[src/hdl/fpt_pkg.sv]
// shared types, codes and constants of the fan pwm and tach register block
`default_nettype none

package fpt_pkg;

  // register addresses on the bus side
  localparam logic [7:0] ADDR_DUTY  = 8'd0;
  localparam logic [7:0] ADDR_SPEED = 8'd1;

  // pwm period reset value (last count)
  localparam logic [7:0] PWM_TOP_RESET = 8'd159;

  // speed = 60 * 1000000 / 4 / interval, numerator fits in 24 bits
  localparam int unsigned NUM_BITS       = 24;
  localparam logic [NUM_BITS-1:0] SPEED_NUMERATOR = NUM_BITS'(60 * 1000000 / 4);
  localparam int unsigned DIV_CNT_W      = $clog2(NUM_BITS);
  localparam logic [DIV_CNT_W-1:0] DIV_LAST = DIV_CNT_W'(NUM_BITS - 1);
  localparam logic [15:0] SPEED_SAT      = 16'hFFFF;

  // result kinds
  localparam logic KIND_READ = 1'b0;
  localparam logic KIND_PWM  = 1'b1;

  // input item command codes
  typedef enum logic [1:0] {
    CMD_BUS_WRITE = 2'd0,
    CMD_BUS_READ  = 2'd1,
    CMD_TACH_EDGE = 2'd2,
    CMD_PWM_TICK  = 2'd3
  } fpt_cmd_code_t;

  // controller states
  typedef enum logic [2:0] {
    ST_IDLE,
    ST_DIV,
    ST_SPEED,
    ST_SEND_LO,
    ST_SEND_LAST
  } fpt_state_t;

  // controller to datapath commands
  typedef struct packed {
    logic bus_write;
    logic tach_edge;
    logic pwm_tick;
    logic read_duty;
    logic div_start;
    logic div_step;
    logic load_speed_lo;
    logic load_speed_hi;
  } fpt_ctl_t;

  // datapath to controller status
  typedef struct packed {
    logic ptr_duty;
    logic ptr_speed;
    logic div_done;
  } fpt_status_t;

endpackage

`default_nettype wire

[src/hdl/fpt_ctrl.sv]
// controller state machine: accepts items and sequences reads and the divider
`default_nettype none

module fpt_ctrl (
  input  wire logic                clk,
  input  wire logic                rst,
  input  wire logic                in_valid,
  input  wire logic [1:0]          in_command,
  output logic                     in_ready,
  output logic                     out_valid,
  input  wire logic                out_ready,
  input  wire fpt_pkg::fpt_status_t status,
  output fpt_pkg::fpt_ctl_t        ctl
);

  fpt_pkg::fpt_state_t    state;
  fpt_pkg::fpt_state_t    state_next;
  fpt_pkg::fpt_cmd_code_t cmd_code;
  logic                   accept;

  assign cmd_code = fpt_pkg::fpt_cmd_code_t'(in_command);
  assign accept   = (state == fpt_pkg::ST_IDLE) && in_valid;

  // state register
  always_ff @(posedge clk) begin
    if (rst) begin
      state <= fpt_pkg::ST_IDLE;
    end else begin
      state <= state_next;
    end
  end

  // next state
  always_comb begin
    state_next = state;
    case (state)
      fpt_pkg::ST_IDLE: begin
        if (in_valid) begin
          case (cmd_code)
            fpt_pkg::CMD_PWM_TICK: state_next = fpt_pkg::ST_SEND_LAST;
            fpt_pkg::CMD_BUS_READ: begin
              if (status.ptr_duty) begin
                state_next = fpt_pkg::ST_SEND_LAST;
              end else if (status.ptr_speed) begin
                state_next = fpt_pkg::ST_DIV;
              end
            end
            default: state_next = fpt_pkg::ST_IDLE;
          endcase
        end
      end
      fpt_pkg::ST_DIV: begin
        if (status.div_done) begin
          state_next = fpt_pkg::ST_SPEED;
        end
      end
      fpt_pkg::ST_SPEED: state_next = fpt_pkg::ST_SEND_LO;
      fpt_pkg::ST_SEND_LO: begin
        if (out_ready) begin
          state_next = fpt_pkg::ST_SEND_LAST;
        end
      end
      fpt_pkg::ST_SEND_LAST: begin
        if (out_ready) begin
          state_next = fpt_pkg::ST_IDLE;
        end
      end
      default: state_next = fpt_pkg::ST_IDLE;
    endcase
  end

  // outputs and datapath commands
  always_comb begin
    in_ready  = (state == fpt_pkg::ST_IDLE);
    out_valid = (state == fpt_pkg::ST_SEND_LO) || (state == fpt_pkg::ST_SEND_LAST);
    ctl                = '0;
    ctl.bus_write      = accept && (cmd_code == fpt_pkg::CMD_BUS_WRITE);
    ctl.tach_edge      = accept && (cmd_code == fpt_pkg::CMD_TACH_EDGE);
    ctl.pwm_tick       = accept && (cmd_code == fpt_pkg::CMD_PWM_TICK);
    ctl.read_duty      = accept && (cmd_code == fpt_pkg::CMD_BUS_READ) && status.ptr_duty;
    ctl.div_start      = accept && (cmd_code == fpt_pkg::CMD_BUS_READ) &&
                         !status.ptr_duty && status.ptr_speed;
    ctl.div_step       = (state == fpt_pkg::ST_DIV);
    ctl.load_speed_lo  = (state == fpt_pkg::ST_SPEED);
    ctl.load_speed_hi  = (state == fpt_pkg::ST_SEND_LO) && out_ready;
  end

endmodule

`default_nettype wire

[src/hdl/fpt_datapath.sv]
// datapath: registers, pwm counter, tach smoothing, serial divider, result register
`default_nettype none

module fpt_datapath (
  input  wire logic                clk,
  input  wire logic                rst,
  input  wire logic                cfg_wr_en,
  input  wire logic [7:0]          cfg_wr_data,
  input  wire logic [7:0]          reg_addr,
  input  wire logic                has_data,
  input  wire logic [7:0]          write_data,
  input  wire logic [31:0]         edge_time_us,
  input  wire fpt_pkg::fpt_ctl_t   ctl,
  output fpt_pkg::fpt_status_t     status,
  output logic                     out_kind,
  output logic [7:0]               out_byte,
  output logic                     out_last,
  output logic                     out_pwm_n
);

  logic [7:0]  pwm_top;
  logic [7:0]  reg_pointer;
  logic [7:0]  duty;
  logic [7:0]  pwm_count;
  logic [31:0] last_edge_time;
  logic [31:0] avg_interval;

  logic [31:0] gap;
  logic [31:0] avg_next;
  logic [7:0]  count_next;
  logic        tick_pwm_n;

  logic [fpt_pkg::NUM_BITS-1:0]  quot;
  logic [31:0]                   rem;
  logic [fpt_pkg::DIV_CNT_W-1:0] div_cnt;
  logic [32:0]                   rem_sh;
  logic                          rem_ge;
  logic [31:0]                   rem_next;
  logic                          speed_sat;
  logic [15:0]                   speed;

  // pwm period register
  always_ff @(posedge clk) begin
    if (rst) begin
      pwm_top <= fpt_pkg::PWM_TOP_RESET;
    end else if (cfg_wr_en) begin
      pwm_top <= cfg_wr_data;
    end
  end

  // tach gap and smoothed interval
  assign gap      = edge_time_us - last_edge_time;
  assign avg_next = avg_interval - {2'b00, avg_interval[31:2]} + {2'b00, gap[31:2]};

  // pwm counter step and drive level
  always_comb begin
    count_next = (pwm_count >= pwm_top) ? 8'd0 : pwm_count + 8'd1;
    tick_pwm_n = (duty == 8'd0) ? 1'b1 : !(count_next < duty);
  end

  // architectural state
  always_ff @(posedge clk) begin
    if (rst) begin
      reg_pointer    <= '0;
      duty           <= '0;
      pwm_count      <= '0;
      last_edge_time <= '0;
      avg_interval   <= '0;
    end else begin
      if (ctl.bus_write) begin
        reg_pointer <= reg_addr;
        if ((reg_addr == fpt_pkg::ADDR_DUTY) && has_data) begin
          duty <= write_data;
          if (write_data != 8'd0) begin
            pwm_count <= '0;
          end
        end
      end
      if (ctl.tach_edge) begin
        avg_interval   <= avg_next;
        last_edge_time <= edge_time_us;
      end
      if (ctl.pwm_tick && (duty != 8'd0)) begin
        pwm_count <= count_next;
      end
    end
  end

  // restoring divider step, one quotient bit per cycle
  always_comb begin
    rem_sh   = {rem, quot[fpt_pkg::NUM_BITS-1]};
    rem_ge   = rem_sh >= {1'b0, avg_interval};
    rem_next = rem_ge ? 32'(rem_sh - {1'b0, avg_interval}) : rem_sh[31:0];
  end

  always_ff @(posedge clk) begin
    if (rst) begin
      div_cnt <= '0;
    end else if (ctl.div_start) begin
      div_cnt <= '0;
    end else if (ctl.div_step) begin
      div_cnt <= div_cnt + fpt_pkg::DIV_CNT_W'(1);
    end
  end

  always_ff @(posedge clk) begin
    if (ctl.div_start) begin
      quot <= fpt_pkg::SPEED_NUMERATOR;
      rem  <= '0;
    end else if (ctl.div_step) begin
      quot <= {quot[fpt_pkg::NUM_BITS-2:0], rem_ge};
      rem  <= rem_next;
    end
  end

  // saturate on zero interval or a quotient above 16 bits
  assign speed_sat = (avg_interval == 32'd0) || (quot[fpt_pkg::NUM_BITS-1:16] != '0);
  assign speed     = speed_sat ? fpt_pkg::SPEED_SAT : quot[15:0];

  // result register
  always_ff @(posedge clk) begin
    if (ctl.pwm_tick) begin
      out_kind  <= fpt_pkg::KIND_PWM;
      out_byte  <= '0;
      out_last  <= 1'b0;
      out_pwm_n <= tick_pwm_n;
    end else if (ctl.read_duty) begin
      out_kind  <= fpt_pkg::KIND_READ;
      out_byte  <= duty;
      out_last  <= 1'b1;
      out_pwm_n <= 1'b0;
    end else if (ctl.load_speed_lo) begin
      out_kind  <= fpt_pkg::KIND_READ;
      out_byte  <= speed[7:0];
      out_last  <= 1'b0;
      out_pwm_n <= 1'b0;
    end else if (ctl.load_speed_hi) begin
      out_kind  <= fpt_pkg::KIND_READ;
      out_byte  <= speed[15:8];
      out_last  <= 1'b1;
      out_pwm_n <= 1'b0;
    end
  end

  // status to the controller
  always_comb begin
    status.ptr_duty  = (reg_pointer == fpt_pkg::ADDR_DUTY);
    status.ptr_speed = (reg_pointer == fpt_pkg::ADDR_SPEED);
    status.div_done  = (div_cnt == fpt_pkg::DIV_LAST);
  end

endmodule

`default_nettype wire

[src/hdl/fan_pwm_tach_register_block_core.sv]
// Fan controller register block: pwm fan drive and tachometer behind a two-register
// bus interface. One item is taken at a time. Bus writes and tach edges complete on
// acceptance and give no result. A pwm tick or a read of the duty register gives one
// result item in the cycle after acceptance; the next item is taken the cycle after that
// item is delivered. A read of the speed register runs a serial restoring divider of
// 15000000 by the smoothed tach interval, one quotient bit per cycle, then loads the
// low byte, then delivers the low and high byte as two items. The speed saturates
// to 65535.
`default_nettype none

module fan_pwm_tach_register_block_core (
  input  wire logic        clk,
  input  wire logic        rst,
  input  wire logic        cfg_wr_en,
  input  wire logic [7:0]  cfg_wr_data,   // pwm_top
  input  wire logic        s_axis_tvalid,
  output logic             s_axis_tready,
  input  wire logic [55:0] s_axis_tdata,  // reg_addr[7:0], has_data[8], write_data[16:9],
                                          // edge_time_us[48:17], zero fill
  input  wire logic [1:0]  s_axis_tuser,  // command
  output logic             m_axis_tvalid,
  input  wire logic        m_axis_tready,
  output logic [15:0]      m_axis_tdata,  // read_byte[7:0], pwm_n[8], zero fill
  output logic             m_axis_tlast,  // last_byte
  output logic             m_axis_tuser   // result_kind
);

  fpt_pkg::fpt_ctl_t    ctl;
  fpt_pkg::fpt_status_t status;
  logic [7:0]           out_byte;
  logic                 out_pwm_n;

  // controller
  fpt_ctrl u_ctrl (
    .clk        (clk),
    .rst        (rst),
    .in_valid   (s_axis_tvalid),
    .in_command (s_axis_tuser),
    .in_ready   (s_axis_tready),
    .out_valid  (m_axis_tvalid),
    .out_ready  (m_axis_tready),
    .status     (status),
    .ctl        (ctl)
  );

  // datapath
  fpt_datapath u_datapath (
    .clk          (clk),
    .rst          (rst),
    .cfg_wr_en    (cfg_wr_en),
    .cfg_wr_data  (cfg_wr_data),
    .reg_addr     (s_axis_tdata[7:0]),
    .has_data     (s_axis_tdata[8]),
    .write_data   (s_axis_tdata[16:9]),
    .edge_time_us (s_axis_tdata[48:17]),
    .ctl          (ctl),
    .status       (status),
    .out_kind     (m_axis_tuser),
    .out_byte     (out_byte),
    .out_last     (m_axis_tlast),
    .out_pwm_n    (out_pwm_n)
  );

  // result packing
  assign m_axis_tdata = {7'b0, out_pwm_n, out_byte};

`ifndef SYNTHESIS
  // input and output sides are never open together in this sequencer
  assert property (@(posedge clk) disable iff (rst)
    !(s_axis_tready && m_axis_tvalid))
    else $error("input ready while a result is pending");

  // a pwm result never marks the last byte of a read
  assert property (@(posedge clk) disable iff (rst)
    (m_axis_tvalid && (m_axis_tuser == fpt_pkg::KIND_PWM)) |-> !m_axis_tlast)
    else $error("pwm result marked as last read byte");

  // a pwm result carries no read byte
  assert property (@(posedge clk) disable iff (rst)
    (m_axis_tvalid && (m_axis_tuser == fpt_pkg::KIND_PWM)) |-> (m_axis_tdata[7:0] == 8'd0))
    else $error("pwm result with nonzero read byte");

  // input is not ready once a speed read has started the divider
  assert property (@(posedge clk) disable iff (rst)
    ctl.div_start |=> !s_axis_tready)
    else $error("input taken while divider busy");
`endif

endmodule

`default_nettype wire

[config.mk]
export PLATFORM = sky130hd
export DESIGN_NAME = fan_pwm_tach_register_block_core
export DESIGN_NICKNAME = d
export VERILOG_FILES = /design/src/hdl/fpt_pkg.sv /design/src/hdl/fpt_ctrl.sv /design/src/hdl/fpt_datapath.sv /design/src/hdl/fan_pwm_tach_register_block_core.sv
export SDC_FILE = /design/constraint.sdc
export NUM_CORES = 1
export LEC_CHECK = 0
export BUFFER_PORTS_ARGS = -buffer_cell sky130_fd_sc_hd__buf_2
export CORE_UTILIZATION = 64
export DETAILED_ROUTE_END_ITERATION = 12
export PLACE_DENSITY = 0.84
export SETUP_SLACK_MARGIN = 0.4
export SLEW_MARGIN = 10
export SYNTH_ARGS = -nofsm -noshare
export SYNTH_HDL_FRONTEND = slang
export SYNTH_SLANG_ARGS = --single-unit
[constraint.sdc]
create_clock -name clk -period 8.4 [get_ports clk]
set_input_delay 1.26 -clock clk [delete_from_list [all_inputs] [get_ports clk]]
set_output_delay 1.26 -clock clk [all_outputs]
set_load 0.01 [all_outputs]
Word-level counts from Yosys, hierarchy flattened
Index checks and enable logic that the tools add are counted.
- register bits: 171
- output and inout port bits: 20
- word-level logic and storage cells: 96
- input bits: 71
- order comparisons: 3
- muxes and demuxes: 26
- eq/ne operators: 14
- reductions and logical operators: 33
- $add $sub $neg: 6
- operators with widths (kind ; count):
    two-way mux 8 bit ; 8
    subtractor 32 bit ; 2
    >= comparator 33 x 32 -> 1 bit ; 1
    adder 32 x 30 -> 32 bit ; 1
    zero test 32 bit ; 1
    two-way mux 32 bit ; 1
    subtractor 32 x 30 -> 32 bit ; 1
    zero test 8 bit ; 3
    nonzero test 8 bit ; 3
    two-way mux 3 bit ; 6
    two-way mux 16 bit ; 1
    one-hot mux 3 bit (5 select lines) ; 1
    logical AND 1 bit ; 11
    adder 8 x 1 -> 8 bit, second input constant ; 1
    equality test 8 x 1 -> 1 bit, second input constant ; 1
    >= comparator 8 bit ; 1
    < comparator 8 bit ; 1
    two-way mux 1 bit ; 8
    equality test 3 x 2 -> 1 bit, second input constant ; 2
    != test 2 bit, second input constant ; 3
    one-hot mux 3 bit (2 select lines) ; 1
    nonzero test 2 bit ; 3
    adder 5 x 1 -> 5 bit, second input constant ; 1
    equality test 5 bit, second input constant ; 1
    16 further kinds ; 19

Longest topological paths before layout
- word-level depth: 6
- depth in mapped cells: 25
- mapped depth without buffers: 24

Modules after synthesis
Synthesis repeated with hierarchy kept, for this count alone.
- cell total of the unflattened synthesis: 1580
- area, all modules: 12828.6 µm²
- modules (own cells, without submodules) (module ; seq. area each (µm²) ; area an instance (µm²) ; instances ; cells each):
    fpt_datapath ; 3373.2 ; 12431.9 ; 1 ; 1529
    fpt_ctrl ; 60.1 ; 332.8 ; 1 ; 42
    fan_pwm_tach_register_block_core ; 0.0 ; 63.8 ; 1 ; 9

Worst setup path after synthesis
Ideal clock, no wire load.
- path kind: input port to flip-flop
- start: input port s_axis_tdata[22]
- end: register u_datapath.avg_interval[26]
- data arrival time: 6.063 ns
- stages on the path: 24
- slack: 2.266 ns
- data required time: 8.330 ns
- setup time: 0.070 ns
- buffers on the path: 1
- cell sequence: ha_1 and2_1 a221o_1 a31oi_1 a21boi_1 a21oi_2 a21boi_0 o21a_1 o21a_1 nor2_1 xnor2_1 fa_1 ha_1 clkbuf_1 nand2_1 o211ai_1 a21o_1 o31a_1 o41a_1 a31o_2 a221oi_4 xnor2_1 nand2_1 a21oi_1
- word-level cells in the longest chain between the ends: 2
- ends and longest elaborated chain (element ; line ; text):
    start, declared ; fan_pwm_tach_register_block_core.sv:18 ; input wire logic [55:0] s_axis_tdata,
    subtractor 32 bit ; fpt_datapath.sv:52 ; assign gap = edge_time_us - last_edge_time;
    adder 32 x 30 -> 32 bit ; fpt_datapath.sv:53 ; assign avg_next = avg_interval - {2'b00, avg_interval[31:2]} + {2'b00, gap[31:2]};
    end signal, assigned ; fpt_datapath.sv:80 ; avg_interval <= avg_next;
    end, declared ; fpt_datapath.sv:26 ; logic [31:0] avg_interval;
No other way between the ends.
A chain may end at the register's enable or synchronous reset.

Worst setup path in the final report
Same ends and word-level chain as after synthesis.

==> impl_metrics.csv <==
group,metric,value,unit
global_routing,grt_pass1_vias,10600,
worst_hold_path,hold_path.class,"reg2reg",
layout,final_nets,1860,
flow_run,max_cap_viol_count,0,
placement,place_ws,1.60,ns
critical_path,cp-start-kind,"input port",
floorplanning,rows,51,
pwr,p_leak,0.00572,uW
layout,seqCellArea,3430,um^2
sta,hold_violations,0,
route,via_per_inst,5.98,
placement,dp_hpwl,21600,um
sta,fin_setup_tns,0,ns
pwr,powerDensity,443,nW/um^2
placement,gp_congestion,0.926,
run_status,status,"complete, no violations",
floorplanning,die_w,143,um
layout,multi_input_comb_area,8500,um^2
layout,post-route-util,0.707,
logic_synthesis,syn_inst,1609,
placement,placed_area,13100,um^2
sta,slew_viol_final,0,
floorplanning,start_util,0.652,
clocking,ctsHoldBuffers,0,
sta,rsz0062_at_grt,"no",
layout,n_fill_cell,1583,
critical_path,worstPathCellList,"buf_2 -> ha_1 -> and2_1 -> a221o_1 -> a31oi_1 -> a21boi_1 -> a21oi_2 -> a21boi_0 -> o21a_1 -> o21a_1 -> nor2_1 -> xnor2_1 -> fa_1 -> ha_1 -> nand2_1 -> o211ai_1 -> a21o_1 -> o31a_1 -> o41a_1 -> a31o_2 -> a221oi_4 -> xnor2_1 -> nand2_1 -> a21oi_1",
layout,layout_common_cells,"nand2_1, dfxtp_1, a21oi_1, nor2_1, ha_1",
layout,areaGrowthSynthToFinish,8.37,%
critical_path,cp_slowest_cell,"fa_1",
critical_path,cp_max_fo,7,
layout,drive_above_1_share,0.0898,
critical_path,cp.required,8.77,ns
logic_synthesis,ys_seq_area_frac,0.271,
route,post-route-drc-count,0,
clocking,cts-root-buf,"clkbuf_16",
global_routing,grt_max_degree,82,
sta,post-route-period-util,0.762,
clocking,tritoncts.num_buffers,17,
logic_synthesis,avgSynthCellArea,7.86,um^2
clocking,post_cts_buffers,0,
logic_synthesis,synthesis.area,12600,um^2
clocking,post_cts_resized,0,
logic_synthesis,ys_ff_latch,171,
logic_synthesis,yosysUniqueCellTypes,83,
clocking,cts.sinks,171,
logic_synthesis,async_flop_share,0,
pwr,vdd_drop_max,0.312,mV
critical_path,criticalPathCategory,"in2reg",
clocking,clockBufferDepth,2,
critical_path,end_kind,"flip-flop",
route,drt_iter0_drc,676,
floorplanning,ios,91,
route,drt.antenna.violating_nets,0,
global_routing,grt_pass1_wl,49300,um
floorplanning,die_y,143,um
logic_synthesis,synth_edf_count,1,
route,wl_per_cell,15.5,um
clocking,clk_latency,0.45,ns
sta,setup_viol,0,
sta,layout_setup_ws,2.00,ns
floorplanning,die_area,20300,um^2
layout,fin_area,13700,um^2
layout,n_antenna_cell,0,
logic_synthesis,ys.warnings.count,0,
route,drt_first_pass_iters,5,
critical_path,cp_slowest_stage_delay,0.46,ns
clocking,cts_tree,"yes",
route,routed_wl,29900,um
clocking,clkTransAtPathRegs,0.07,ns
sta,max_freq,156,MHz
global_routing,track_usage,0.304,
floorplanning,core_area,19400,um^2
clocking,cts-htree-levels,4,
route,num_vias,11500,
sta,worstMarginPinSlew,1.18,ns
sta,finClkSkew,0.0132,ns
layout,final_common_cell,"nand2_1",
placement,portBuffers,76,
logic_synthesis,ys.flop_type,"dfxtp_1",
critical_path,arrival,6.77,ns
sta,period_needed,6.40,ns
global_routing,overflow,0,
global_routing,antenna_found_initial,0,
sta,slew_headroom,0.211,
==> cell type report <==
class                           instances  share of cell area
Clock buffer                           19              0.0339
Clock inverter                         13             0.00895
Inverter                              109              0.0298
Multi-Input combinational cell       1263               0.620
Sequential cell                       171               0.250
Tap cell                              265              0.0242
Timing Repair Buffer                   84              0.0323
==> critical path, delay by kind of cell <==
kind | cells | cell delay (ns)
compound gates | 14 | 3.39
xor+xnor | 2 | 0.31
fa+ha+maj | 3 | 1.18
simple gates | 4 | 0.49
buf+inv | 1 | 0.11
==> cells in the mapped netlist, types with 11 or more instances <==
| cell | number | area, um^2 |
|---|---|---|
| o21ai_0 | 57 | 285 |
| nor2_1 | 114 | 428 |
| a21oi_1 | 157 | 786 |
| or3_1 | 11 | 68.8 |
| nor3_1 | 24 | 120 |
| nor2b_1 | 13 | 81.3 |
| nand3_1 | 56 | 280 |
| o211ai_1 | 14 | 105 |
| nand2_1 | 252 | 946 |
| nand2b_1 | 15 | 93.8 |
| clkbuf_1 | 49 | 184 |
| o21ai_1 | 16 | 80.1 |
| fa_1 | 31 | 621 |
| and3_1 | 18 | 113 |
| mux2i_1 | 44 | 440 |
| xnor2_1 | 46 | 403 |
| o21a_1 | 16 | 120 |
| xor2_1 | 30 | 263 |
| a211oi_1 | 28 | 210 |
| nand4_1 | 22 | 138 |
| inv_1 | 109 | 409 |
| a21o_1 | 48 | 360 |
| nor4_1 | 15 | 93.8 |
| ha_1 | 112 | 1400 |
| dfxtp_1 | 170 | 3400 |
==> cells by family after synthesis <==
| family | Yosys count | synth area share |
|---|---|---|
| buf+inv | 181 | 0.0589 |
| simple gates | 575 | 0.207 |
| xor+xnor | 76 | 0.0526 |
| other cells | 1 | 0.000296 |
| fa+ha+maj | 143 | 0.160 |
| flops | 171 | 0.271 |
| mux | 44 | 0.0348 |
| compound gates | 418 | 0.215 |
==> state kept, by name (all words and copies together) (netlist names) <==
signal	flops
u_datapath.avg_interval	32
u_datapath.last_edge_time	32
u_datapath.rem	32
u_datapath.quot	24
u_datapath.duty	8
u_datapath.out_byte	8
u_datapath.pwm_count	8
u_datapath.pwm_top	8
u_datapath.reg_pointer	8
u_datapath.div_cnt	5
u_ctrl.state	3
u_datapath.out_kind	1
u_datapath.out_last	1
u_datapath.out_pwm_n	1
==> routing by layer <==
layer / up-vias / track usage / share of wire
met1: 5426 / 0.373 / 0.43
met5: - / 0 / 0
met3: 62 / 0.0501 / 0.052
li1: 5703 / - / -
met4: 0 / 0.135 / 0.031
met2: 322 / 0.522 / 0.49
==> final timing paths <==
| path | startpoint | endpoint | slack, ns | depth (start not counted) |
|---|---|---|---|---|
| setup / recovery | s_axis_tdata[22] | u_datapath.avg_interval[26] | 2.00 | 24 |
| hold / removal | u_datapath.last_edge_time[23] | u_datapath.last_edge_time[23] | 0.45 | 2 |
| setup reg to reg | u_datapath.last_edge_time[5] | u_datapath.avg_interval[26] | 2.57 | 24 |
| hold reg to reg | u_datapath.last_edge_time[23] | u_datapath.last_edge_time[23] | 0.45 | 2 |
==> through the flow <==
stage / power (uW) / hold slack (ns) / instances
final: 6080 / 0.455 / 1924
after global routing: 6600 / 0.469 / 1924
after CTS: 6030 / 0.452 / 1924
after detailed placement: 5200 / 0.441 / 1892
after global placement: 5070 / 0.433 / 1892
after floorplan: 4430 / 0.436 / 1615
==> report_power, final <==
group	switching (uW)	leakage (uW)	internal (uW)	total [uW]
Combinational	2330	0.00403	1710	4040
Clock	378	0.000285	417	795
Sequential	198	0.00140	1040	1240
No activity file was read; power rests on OpenSTA's default activity.
